`config.mk`:
```
export PLATFORM = sky130hd
export DESIGN_NAME = running_sum_box_filter_flat
export DESIGN_NICKNAME = d
export VERILOG_FILES = /design/src/design/rsbf_pkg.sv /design/src/design/rsbf_in_if.sv /design/src/design/rsbf_out_if.sv /design/src/design/rsbf_ram.sv /design/src/design/rsbf_queue.sv /design/src/design/rsbf_front.sv /design/src/design/rsbf_back.sv /design/src/design/running_sum_box_filter.sv /design/src/flat_wrapper.sv
export SDC_FILE = /design/constraint.sdc
export NUM_CORES = 2
export LEC_CHECK = 0
export ABC_AREA = 0
export ABC_CLOCK_PERIOD_IN_PS = 5850
export BUFFER_PORTS_ARGS = -buffer_cell sky130_fd_sc_hd__clkbuf_2
export CORE_MARGIN = 1.5
export CORE_UTILIZATION = 45
export DETAILED_ROUTE_END_ITERATION = 10
export GPL_TIMING_DRIVEN = 0
export PLACE_DENSITY_LB_ADDON = 0.3
export SETUP_SLACK_MARGIN = 0.02
export SYNTH_ARGS = -nofsm -noshare
export SYNTH_HDL_FRONTEND = slang
export SYNTH_SLANG_ARGS = --single-unit
export TNS_END_PERCENT = 5
```
`constraint.sdc`:
```
create_clock -name clk -period 5.85 [get_ports clk]
set_clock_uncertainty 0.1 [all_clocks]
set_input_delay 1.17 -clock clk [delete_from_list [all_inputs] [get_ports clk]]
set_output_delay 1.17 -clock clk [all_outputs]
set_load 0.02 [all_outputs]
```
`src/design/rsbf_pkg.sv`:
```
package rsbf_pkg;

	localparam int MAX_WINDOW   = 64;
	localparam int MAX_CHANNELS = 4;

	localparam int SAMPLE_W    = 8;
	localparam int WIN_W       = 7;
	localparam int CHAN_CNT_W  = 3;
	localparam int CH_W        = 2;
	localparam int SUM_W       = 14;
	localparam int POS_W       = 9;
	localparam int SPAN_W      = 10;
	localparam int NUM_SUMS    = 4;
	localparam int DELAY_DEPTH = 256;
	localparam int DELAY_AW    = $clog2(DELAY_DEPTH);
	localparam int QUEUE_DEPTH = 2;
	localparam int CFG_DATA_W  = WIN_W;
	localparam int CFG_IDX_W   = 1;

	localparam logic [WIN_W-1:0]      WINDOW_RESET   = WIN_W'(6 + 5);
	localparam logic [CHAN_CNT_W-1:0] CHANNELS_RESET = CHAN_CNT_W'(3);

	// Once the window is known to be full the position stops at the top and
	// restarts at the delay depth, so the full condition stays true.
	localparam logic [POS_W-1:0] POS_MAX     = POS_W'(511);
	localparam logic [POS_W-1:0] POS_RESTART = POS_W'(DELAY_DEPTH);

	typedef enum logic [CFG_IDX_W-1:0] {
		REG_WINDOW   = 1'b0,
		REG_CHANNELS = 1'b1
	} cfg_reg_t;

	typedef struct packed {
		logic [SUM_W-1:0] sum;
		logic [WIN_W-1:0] window;
		logic [CH_W-1:0]  ch;
		logic             last;
	} entry_t;

	typedef struct packed {
		logic full;
		logic empty;
	} q_stat_t;

	function automatic logic [WIN_W-1:0] clamp_window(input logic [WIN_W-1:0] v);
		logic [WIN_W-1:0] r;
		r = v;
		if (v == '0) begin
			r = WIN_W'(1);
		end else if (int'(v) > MAX_WINDOW) begin
			r = WIN_W'(MAX_WINDOW);
		end
		return r;
	endfunction

	function automatic logic [CHAN_CNT_W-1:0] clamp_channels(input logic [CHAN_CNT_W-1:0] v);
		logic [CHAN_CNT_W-1:0] r;
		r = v;
		if (v == '0) begin
			r = CHAN_CNT_W'(1);
		end else if (int'(v) > MAX_CHANNELS) begin
			r = CHAN_CNT_W'(MAX_CHANNELS);
		end
		return r;
	endfunction

endpackage

```
`src/design/rsbf_in_if.sv`:
```
interface rsbf_in_if;
	logic                           valid;
	logic                           ready;
	logic [rsbf_pkg::SAMPLE_W-1:0]  sample;
	logic                           line_end;

	modport source (output valid, output sample, output line_end, input ready);
	modport sink (input valid, input sample, input line_end, output ready);
endinterface

```
`src/design/rsbf_out_if.sv`:
```
interface rsbf_out_if;
	logic                           valid;
	logic                           ready;
	logic [rsbf_pkg::SAMPLE_W-1:0]  average;
	logic [rsbf_pkg::CH_W-1:0]      channel;
	logic                           line_last;

	modport source (output valid, output average, output channel, output line_last,
		input ready);
	modport sink (input valid, input average, input channel, input line_last,
		output ready);
endinterface

```
`src/design/rsbf_ram.sv`:
```
module rsbf_ram #(
	parameter int WIDTH = 8,
	parameter int DEPTH = 256
) (
	input  logic                     clk,
	input  logic                     we,
	input  logic [$clog2(DEPTH)-1:0] waddr,
	input  logic [WIDTH-1:0]         wdata,
	input  logic [$clog2(DEPTH)-1:0] raddr,
	output logic [WIDTH-1:0]         rdata
);

	logic [WIDTH-1:0] mem [DEPTH];

	// Read returns the old contents when both ports hit the same entry.
	always_ff @(posedge clk) begin
		rdata <= mem[raddr];
		if (we) begin
			mem[waddr] <= wdata;
		end
	end

endmodule

```
`src/design/rsbf_queue.sv`:
```
module rsbf_queue (
	input  logic              clk,
	input  logic              arst_n,
	input  logic              push,
	input  rsbf_pkg::entry_t  push_entry,
	input  logic              pop,
	output rsbf_pkg::entry_t  pop_entry,
	output rsbf_pkg::q_stat_t stat
);

	localparam int DEPTH = rsbf_pkg::QUEUE_DEPTH;
	localparam int PTR_W = (DEPTH > 1) ? $clog2(DEPTH) : 1;
	localparam int CNT_W = $clog2(DEPTH + 1);

	rsbf_pkg::entry_t  slots_q [DEPTH];
	logic [PTR_W-1:0]  wr_ptr_q;
	logic [PTR_W-1:0]  rd_ptr_q;
	logic [CNT_W-1:0]  count_q;

	assign stat.full  = (count_q == CNT_W'(DEPTH));
	assign stat.empty = (count_q == '0);
	assign pop_entry  = slots_q[rd_ptr_q];

	always_ff @(posedge clk or negedge arst_n) begin
		if (!arst_n) begin
			wr_ptr_q <= '0;
			rd_ptr_q <= '0;
			count_q  <= '0;
		end else begin
			if (push) begin
				wr_ptr_q <= (wr_ptr_q == PTR_W'(DEPTH - 1)) ? '0 : wr_ptr_q + 1'b1;
			end
			if (pop) begin
				rd_ptr_q <= (rd_ptr_q == PTR_W'(DEPTH - 1)) ? '0 : rd_ptr_q + 1'b1;
			end
			if (push && !pop) begin
				count_q <= count_q + 1'b1;
			end else if (pop && !push) begin
				count_q <= count_q - 1'b1;
			end
		end
	end

	always_ff @(posedge clk) begin
		if (push) begin
			slots_q[wr_ptr_q] <= push_entry;
		end
	end

endmodule

```
`src/design/rsbf_front.sv`:
```
module rsbf_front (
	input  logic                              clk,
	input  logic                              arst_n,
	rsbf_in_if.sink                           src,
	input  logic [rsbf_pkg::WIN_W-1:0]        window_size,
	input  logic [rsbf_pkg::CHAN_CNT_W-1:0]   channel_count,
	input  rsbf_pkg::q_stat_t                 q_stat,
	output logic                              q_push,
	output rsbf_pkg::entry_t                  q_entry
);

	typedef enum logic {
		ST_IDLE,
		ST_CALC
	} state_t;

	state_t                            state_q;
	logic [rsbf_pkg::POS_W-1:0]        pos_q;
	logic [rsbf_pkg::CH_W-1:0]         idx_q;
	logic [rsbf_pkg::SUM_W-1:0]        sums_q [rsbf_pkg::NUM_SUMS];

	logic [rsbf_pkg::SAMPLE_W-1:0]     sample_s1;
	logic                              last_s1;
	logic [rsbf_pkg::CH_W-1:0]         ch_s1;
	logic                              hit_s1;
	logic [rsbf_pkg::WIN_W-1:0]        w_s1;

	logic                              accept;
	logic [rsbf_pkg::WIN_W-1:0]        w_clamp;
	logic [rsbf_pkg::CHAN_CNT_W-1:0]   c_clamp;
	logic [rsbf_pkg::SPAN_W-1:0]       span;
	logic                              hit;
	logic [rsbf_pkg::CH_W-1:0]         ch_cur;
	logic [rsbf_pkg::CHAN_CNT_W-1:0]   idx_inc;
	logic [rsbf_pkg::CH_W-1:0]         idx_next;
	logic [rsbf_pkg::POS_W-1:0]        pos_next;
	logic [rsbf_pkg::DELAY_AW-1:0]     old_addr;
	logic [rsbf_pkg::SAMPLE_W-1:0]     old_byte;
	logic [rsbf_pkg::SUM_W-1:0]        sum_new;

	// Space in the queue is checked before the item is taken, so the push in
	// the following cycle always finds a free slot.
	assign src.ready = (state_q == ST_IDLE) && !q_stat.full;
	assign accept    = src.valid && src.ready;

	assign w_clamp  = rsbf_pkg::clamp_window(window_size);
	assign c_clamp  = rsbf_pkg::clamp_channels(channel_count);
	assign span     = rsbf_pkg::SPAN_W'(w_clamp) * rsbf_pkg::SPAN_W'(c_clamp);
	assign hit      = rsbf_pkg::SPAN_W'(pos_q) >= span;
	assign ch_cur   = (rsbf_pkg::CHAN_CNT_W'(idx_q) >= c_clamp) ? '0 : idx_q;
	assign idx_inc  = rsbf_pkg::CHAN_CNT_W'(ch_cur) + 1'b1;
	assign idx_next = (idx_inc >= c_clamp) ? '0 : idx_inc[rsbf_pkg::CH_W-1:0];
	assign pos_next = (pos_q == rsbf_pkg::POS_MAX) ? rsbf_pkg::POS_RESTART : pos_q + 1'b1;
	assign old_addr = rsbf_pkg::DELAY_AW'(rsbf_pkg::SPAN_W'(pos_q) - span);

	rsbf_ram #(
		.WIDTH (rsbf_pkg::SAMPLE_W),
		.DEPTH (rsbf_pkg::DELAY_DEPTH)
	) u_delay (
		.clk   (clk),
		.we    (accept),
		.waddr (pos_q[rsbf_pkg::DELAY_AW-1:0]),
		.wdata (src.sample),
		.raddr (old_addr),
		.rdata (old_byte)
	);

	assign sum_new = sums_q[ch_s1] + rsbf_pkg::SUM_W'(sample_s1)
		- (hit_s1 ? rsbf_pkg::SUM_W'(old_byte) : '0);

	assign q_push         = (state_q == ST_CALC) && hit_s1;
	assign q_entry.sum    = sum_new;
	assign q_entry.window = w_s1;
	assign q_entry.ch     = ch_s1;
	assign q_entry.last   = last_s1;

	always_ff @(posedge clk or negedge arst_n) begin
		if (!arst_n) begin
			state_q <= ST_IDLE;
			pos_q   <= '0;
			idx_q   <= '0;
			for (int i = 0; i < rsbf_pkg::NUM_SUMS; i++) begin
				sums_q[i] <= '0;
			end
		end else begin
			case (state_q)
				ST_IDLE: begin
					if (accept) begin
						pos_q   <= pos_next;
						idx_q   <= idx_next;
						state_q <= ST_CALC;
					end
				end
				ST_CALC: begin
					if (last_s1) begin
						pos_q <= '0;
						idx_q <= '0;
						for (int i = 0; i < rsbf_pkg::NUM_SUMS; i++) begin
							sums_q[i] <= '0;
						end
					end else begin
						sums_q[ch_s1] <= sum_new;
					end
					state_q <= ST_IDLE;
				end
				default: begin
					state_q <= ST_IDLE;
				end
			endcase
		end
	end

	always_ff @(posedge clk) begin
		if (accept) begin
			sample_s1 <= src.sample;
			last_s1   <= src.line_end;
			ch_s1     <= ch_cur;
			hit_s1    <= hit;
			w_s1      <= w_clamp;
		end
	end

endmodule

```
`src/design/rsbf_back.sv`:
```
module rsbf_back (
	input  logic              clk,
	input  logic              arst_n,
	input  rsbf_pkg::q_stat_t q_stat,
	input  rsbf_pkg::entry_t  q_entry,
	output logic              q_pop,
	rsbf_out_if.source        dst
);

	localparam int SUM_W = rsbf_pkg::SUM_W;
	localparam int WIN_W = rsbf_pkg::WIN_W;
	localparam int CNT_W = $clog2(SUM_W);

	typedef enum logic [1:0] {
		ST_IDLE,
		ST_DIV,
		ST_DONE
	} state_t;

	state_t                         state_q;
	logic [CNT_W-1:0]               step_q;
	logic [SUM_W-1:0]               quot_q;
	logic [WIN_W-1:0]               rem_q;
	logic [WIN_W-1:0]               div_q;
	logic [rsbf_pkg::CH_W-1:0]      ch_q;
	logic                           last_q;

	logic [WIN_W:0]                 trial;
	logic                           ge;
	logic [WIN_W:0]                 diff;
	logic [WIN_W-1:0]               rem_next;
	logic                           load_out;
	logic [rsbf_pkg::SAMPLE_W-1:0]  avg_sat;

	assign q_pop    = (state_q == ST_IDLE) && !q_stat.empty;
	assign load_out = (state_q == ST_DONE) && (!dst.valid || dst.ready);

	// Restoring division, one quotient bit per cycle, most significant first.
	assign trial    = {rem_q, quot_q[SUM_W-1]};
	assign ge       = trial >= {1'b0, div_q};
	assign diff     = trial - {1'b0, div_q};
	assign rem_next = ge ? diff[WIN_W-1:0] : trial[WIN_W-1:0];

	assign avg_sat = (quot_q > SUM_W'(255)) ? '1 : quot_q[rsbf_pkg::SAMPLE_W-1:0];

	always_ff @(posedge clk or negedge arst_n) begin
		if (!arst_n) begin
			state_q   <= ST_IDLE;
			step_q    <= '0;
			dst.valid <= 1'b0;
		end else begin
			if (dst.valid && dst.ready && !load_out) begin
				dst.valid <= 1'b0;
			end
			case (state_q)
				ST_IDLE: begin
					if (q_pop) begin
						step_q  <= CNT_W'(SUM_W - 1);
						state_q <= ST_DIV;
					end
				end
				ST_DIV: begin
					step_q <= step_q - 1'b1;
					if (step_q == '0) begin
						state_q <= ST_DONE;
					end
				end
				ST_DONE: begin
					if (load_out) begin
						dst.valid <= 1'b1;
						state_q   <= ST_IDLE;
					end
				end
				default: begin
					state_q <= ST_IDLE;
				end
			endcase
		end
	end

	always_ff @(posedge clk) begin
		if (q_pop) begin
			quot_q <= q_entry.sum;
			rem_q  <= '0;
			div_q  <= q_entry.window;
			ch_q   <= q_entry.ch;
			last_q <= q_entry.last;
		end else if (state_q == ST_DIV) begin
			quot_q <= {quot_q[SUM_W-2:0], ge};
			rem_q  <= rem_next;
		end
		if (load_out) begin
			dst.average   <= avg_sat;
			dst.channel   <= ch_q;
			dst.line_last <= last_q;
		end
	end

endmodule

```
`src/design/running_sum_box_filter.sv`:
```
// Box filter over interleaved pixel bytes, one running sum per channel.
// Input side: an item goes through a delay line read, then a sum update, and
// the next item is taken only after the update and while the queue has space.
// Result side: the 14-step serial divider sets the rate; the next queue entry is
// taken only once the last result has been loaded into the output register.
// Asynchronous active-low reset clears sums, position, queue and handshakes;
// the delay line is not cleared, reads only reach bytes of the current line.
module running_sum_box_filter (
	input  logic                             clk,
	input  logic                             arst_n,
	rsbf_in_if.sink                          pixels,
	rsbf_out_if.source                       results,
	input  logic                             cfg_wr_en,
	input  logic [rsbf_pkg::CFG_IDX_W-1:0]   cfg_index,
	input  logic [rsbf_pkg::CFG_DATA_W-1:0]  cfg_data
);

	logic [rsbf_pkg::WIN_W-1:0]      window_q;
	logic [rsbf_pkg::CHAN_CNT_W-1:0] channels_q;

	logic              q_push;
	logic              q_pop;
	rsbf_pkg::entry_t  q_wr_entry;
	rsbf_pkg::entry_t  q_rd_entry;
	rsbf_pkg::q_stat_t q_stat;

	always_ff @(posedge clk or negedge arst_n) begin
		if (!arst_n) begin
			window_q   <= rsbf_pkg::WINDOW_RESET;
			channels_q <= rsbf_pkg::CHANNELS_RESET;
		end else if (cfg_wr_en) begin
			case (cfg_index)
				rsbf_pkg::REG_WINDOW: begin
					window_q <= cfg_data;
				end
				rsbf_pkg::REG_CHANNELS: begin
					channels_q <= cfg_data[rsbf_pkg::CHAN_CNT_W-1:0];
				end
				default: begin
				end
			endcase
		end
	end

	rsbf_front u_front (
		.clk           (clk),
		.arst_n        (arst_n),
		.src           (pixels),
		.window_size   (window_q),
		.channel_count (channels_q),
		.q_stat        (q_stat),
		.q_push        (q_push),
		.q_entry       (q_wr_entry)
	);

	rsbf_queue u_queue (
		.clk        (clk),
		.arst_n     (arst_n),
		.push       (q_push),
		.push_entry (q_wr_entry),
		.pop        (q_pop),
		.pop_entry  (q_rd_entry),
		.stat       (q_stat)
	);

	rsbf_back u_back (
		.clk     (clk),
		.arst_n  (arst_n),
		.q_stat  (q_stat),
		.q_entry (q_rd_entry),
		.q_pop   (q_pop),
		.dst     (results)
	);

	a_no_overflow: assert property (@(posedge clk) disable iff (!arst_n)
		q_push |-> !q_stat.full)
		else $error("queue push while full");

	a_no_underflow: assert property (@(posedge clk) disable iff (!arst_n)
		q_pop |-> !q_stat.empty)
		else $error("queue pop while empty");

	a_no_accept_when_full: assert property (@(posedge clk) disable iff (!arst_n)
		(pixels.valid && pixels.ready) |-> !q_stat.full)
		else $error("item taken with no queue space");

endmodule
```
`src/flat_wrapper.sv`:
```
// flat-port wrapper written by rule: the top's interface ports become plain ports
module running_sum_box_filter_flat 
  (clk, arst_n, cfg_wr_en, cfg_index, cfg_data, pixels_valid, pixels_sample, pixels_line_end, pixels_ready, results_valid, results_average, results_channel, results_line_last, results_ready);
  rsbf_in_if pixels_i ();
  rsbf_out_if results_i ();
  input  logic clk;
  input  logic arst_n;
  input  logic cfg_wr_en;
  input  logic [rsbf_pkg::CFG_IDX_W-1:0] cfg_index;
  input  logic [rsbf_pkg::CFG_DATA_W-1:0] cfg_data;
  input wire logic [$bits(pixels_i.valid)-1:0] pixels_valid;
  input wire logic [$bits(pixels_i.sample)-1:0] pixels_sample;
  input wire logic [$bits(pixels_i.line_end)-1:0] pixels_line_end;
  output wire logic [$bits(pixels_i.ready)-1:0] pixels_ready;
  output wire logic [$bits(results_i.valid)-1:0] results_valid;
  output wire logic [$bits(results_i.average)-1:0] results_average;
  output wire logic [$bits(results_i.channel)-1:0] results_channel;
  output wire logic [$bits(results_i.line_last)-1:0] results_line_last;
  input wire logic [$bits(results_i.ready)-1:0] results_ready;
  assign pixels_i.valid = pixels_valid;
  assign pixels_i.sample = pixels_sample;
  assign pixels_i.line_end = pixels_line_end;
  assign pixels_ready = pixels_i.ready;
  assign results_valid = results_i.valid;
  assign results_average = results_i.average;
  assign results_channel = results_i.channel;
  assign results_line_last = results_i.line_last;
  assign results_i.ready = results_ready;
  running_sum_box_filter u_core (.clk(clk), .arst_n(arst_n), .pixels(pixels_i), .results(results_i), .cfg_wr_en(cfg_wr_en), .cfg_index(cfg_index), .cfg_data(cfg_data));
endmodule
```
==> impl_metrics.yaml <==
sta:
  rsz0062_at_grt: "true"
  max_freq_mhz: 170.5
  fin_crit_sh_pct: 100.2
  fin_crit_ps: 5864
  layout_setup_ws_ps: -13.95
  tns_ps: -13.95
  setup_viol: 1
  finalHoldViolations: 0
  worst_slew_pin_slew_ps: 1584
  relSlewSlack_pct: -5.591
  finalMaxSlewViolations: 11
global_routing:
  grt_start_max_net_pins: 166
  grt_pass1_vias: 45790
  antenna_found_initial: 13
  grt_pass1_wl_um: 347000
  grt_usage_pct: 24.37
  overflow: 0
placement:
  numPortBuffers: 34
  dpl.hpwl_um: 160100
  gp_congestion: 0.9422
  dpl_cell_area_um2: 93600
clocking:
  cts_made_buffers: 222
  cts.sinks: 2254
  hold_buffers: 0
  clock_latency_ps: 860
  cts_buffer_depth: 3
  cts_tree: "built"
  clk_pin_slew_ps: 60
  htree_levels: 4
  cts_root_buffer: "clkbuf_16"
worst_setup_path:
  cp_max_fo: 10
  start_kind: "register"
  r2r_cells: 18
  path_cells: "nor3_1 > a21oi_1 > nor2_1 > nand2_1 > fa_1 > inv_1 > ha_1 > fa_1 > inv_1 > ha_2 > o21ai_1 > a21oi_1 > o22ai_1 > mux2i_1 > a211oi_4 > and4_1 > a31oi_2 > and4b_2"
  cp-end-kind: "register"
  required_ps: 6480
  ff2ff_setup_slack_ps: -10
  crit_slowest_cell: "a211oi_4"
  crit_type: "register to register"
  r2r_end: "u_core.u_front.u_delay.rdata[6]"
  r2r_start: "u_core.window_q[2]"
  worst-path-buf-inv: 2
  critPathTopFamily: "compound AO/OA/AOI/OAI gates"
  crit_arrival_ps: 6490
  critPathMaxStageDelay_ps: 960
route:
  vias: 46560
  drc_errors: 0
  ant_nets: 0
  drtPass1Iterations: 6
  drt-total-wl_um: 247000
  wire_per_inst_um: 32.79
  routed_via_density: 6.182
  drt_iter0_drc: 7195
synthesis:
  ys_seq_area_share_pct: 74.84
  synthDistinctLibCells: 74
  synth.most_common_cell: "edfxtp_1"
  ys_ff_latch: 2254
  yosys-top-cells-area: "edfxtp_1 (72%), mux4_2 (15%), dfrtp_1 (2.3%), nor2_1 (1.4%), nand2_1 (1.0%)"
  yosys-top-cells-count: "edfxtp_1 (2150), mux4_2 (598), nor2_1 (326), nand2_1 (241), clkbuf_1 (101)"
  synthFlopType: "edfxtp_1"
  synth_top_cell_by_area: "edfxtp_1"
  synth_edf_count: 2150
  synth_nets: 4503
  syn-cell-area_um2: 89650
  synthCells: 4414
  yosys_warnings: 0
  netlist.area_leader.share_pct: 72.01
  synthArstFlopShare_pct: 3.949
  syn_avg_cell_area_um2: 20.31
pwr:
  seqPwrFrac_pct: 33.1
  clkPwrFrac_pct: 25.3
  leakage_nw: 32.34
  vdd_drop_max_uv: 482.5
  p_switching_mw: 21.39
  power.internal_mw: 35.04
  switching_share_pct: 37.90
  p_per_area_nw_per_um2: 555.1
  power_frac_comb_pct: 41.6
cells_and_area:
  design_area_um2: 101700
  fin_nets: 4782
  fillers: 15380
  drive_gt1_share_pct: 25.14
  area_delta_synth_final_pct: 13.39
die:
  die_area_um2: 201900
  start_util_pct: 45.36
  chipHeight_um: 449.3
  row_count: 163
  core-area_um2: 197600
  die_w_um: 449.3
  boundaryPins: 35
flow_run:
  drv_cap: 2
status:
  failed_checks: "capacitance limit, slew limit, setup timing"
  status: "finished, violations left"
worst_hold_path:
  hold_path.class: "input port to asynchronous set/reset pin"
power groups by stage:
stage          clock [mW]  sequential, mW  combinational [mW]
2_1_floorplan           0            18.9                13.0
3_3_place_gp            0            19.1                21.7
3_5_place_dp            0            19.0                21.8
4_1_cts              14.4            18.7                22.7
5_1_grt              15.0            18.7                24.0
6_report             14.3            18.7                23.5
metal layers:
layer / track usage (%) / wire length, um
met5: 0 / 60
met4: 8.586 / 9573
met3: 7.007 / 28700
met2: 36.86 / 112900
met1: 33.92 / 95740
cell type report:
| cell class | count | area [um^2] | area share, % |
|---|---|---|---|
| tap | 2640 | 3303 | 3.249 |
| inverter | 86 | 322.8 | 0.3176 |
| clock inverter | 145 | 1524 | 1.499 |
| clock buffer | 275 | 5754 | 5.661 |
| timing repair buffer | 56 | 720.7 | 0.7090 |
| sequential | 2254 | 67100 | 66.01 |
| buffer | 234 | 1368 | 1.345 |
| antenna | 3 | 7.507 | 0.007385 |
| multi-input combinational | 1839 | 21560 | 21.21 |
sequential cells by signal, summed over array words and instances (netlist names), 3 cells and up:
name and count:
u_core.u_back.step_q 4, u_core.window_q 7, u_core.u_front.w_s1 7, u_core.u_front.pos_q 9, u_core.channels_q 3, u_core.u_front.sample_s1 8, u_core.u_front.sums_q 56, u_core.u_front.u_delay.mem 2048
u_core.u_back.quot_q 14, u_core.u_front.u_delay.rdata 8, u_core.u_back.div_q 7, u_core.u_back.dst.average 8, u_core.u_back.rem_q 7, u_core.u_queue.slots_q 48
how the worst max path moves through the flow:
stage	startpoint	end	slack [ps]	cells past startpoint
floorplan	u_core.channels_q[0]	u_core.u_front.u_delay.rdata[3]	1130	21
global placement	u_core.channels_q[0]	u_core.u_front.u_delay.rdata[7]	-1160	17
detailed placement	u_core.channels_q[0]	u_core.u_front.u_delay.rdata[7]	-1210	17
CTS	u_core.window_q[6]	u_core.u_front.u_delay.rdata[0]	20	22
global route	u_core.window_q[2]	u_core.u_front.u_delay.rdata[7]	-80	23
finish	u_core.window_q[2]	u_core.u_front.u_delay.rdata[6]	-10	18
what timing repair did:
item / CTS / global route
resized for setup: 106 / 39
endpoints found under the hold margin: 0 / 0
setup endpoints to repair: 8 / 20
pin swaps: 6 / 11
setup buffers: 3 / 4
metrics by stage:
| stage | hold slack, ps | util [%] | power, mW | setup WS [ps] | cells |
|---|---|---|---|---|---|
| 6_report | 230.7 | 51.44 | 56.43 | -13.95 | 7532 |
| 5_1_grt | 228.2 | 51.43 | 57.80 | -82.99 | 7529 |
| 4_1_cts | 188.7 | 51.32 | 55.79 | 24.18 | 7525 |
| 3_5_place_dp | 330.7 | 47.36 | 40.86 | -1214 | 7102 |
| 3_3_place_gp | 317.3 | 47.12 | 40.76 | -1161 | 7088 |
| 2_1_floorplan | 300.3 | - | 31.90 | 1134 | 4414 |
worst reg2reg max path, delay by kind of cell, from the launching register on:
kind	cells	cell delay, ps
buffers and inverters	2	120
multiplexers	1	210
adder cells (fa/ha/maj)	4	1740
flip-flops	1	390
AND/OR/NAND/NOR	5	1230
AO/OA/AOI/OAI	6	1930
placed cells by master, fill, tap and decap left out, types with 69 or more instances in the layout:
cell and instances:
nand3_1 71, edfxtp_1 2150, dfrtp_1 84, clkinv_1 69
clkbuf_16 222, mux4_2 598, nor2_1 322, nand2_1 238
inv_1 85, clkbuf_1 125
cells by family (layout without fill, tap and decap cells):
family | count (synthesis) | in the layout | synth area share [%]
DFF | 2254 | 2254 | 74.84
and+or+nand+nor | 785 | 785 | 3.869
muxes | 679 | 679 | 15.96
buffers and inverters | 321 | 796 | 1.793
AOI/OAI and AO/OA | 277 | 277 | 2.152
adders and majority gates | 67 | 67 | 1.069
xor gates and xnor gates | 31 | 31 | 0.3196
other | 0 | 3 | 0
(Power assumes the default switching activity.)
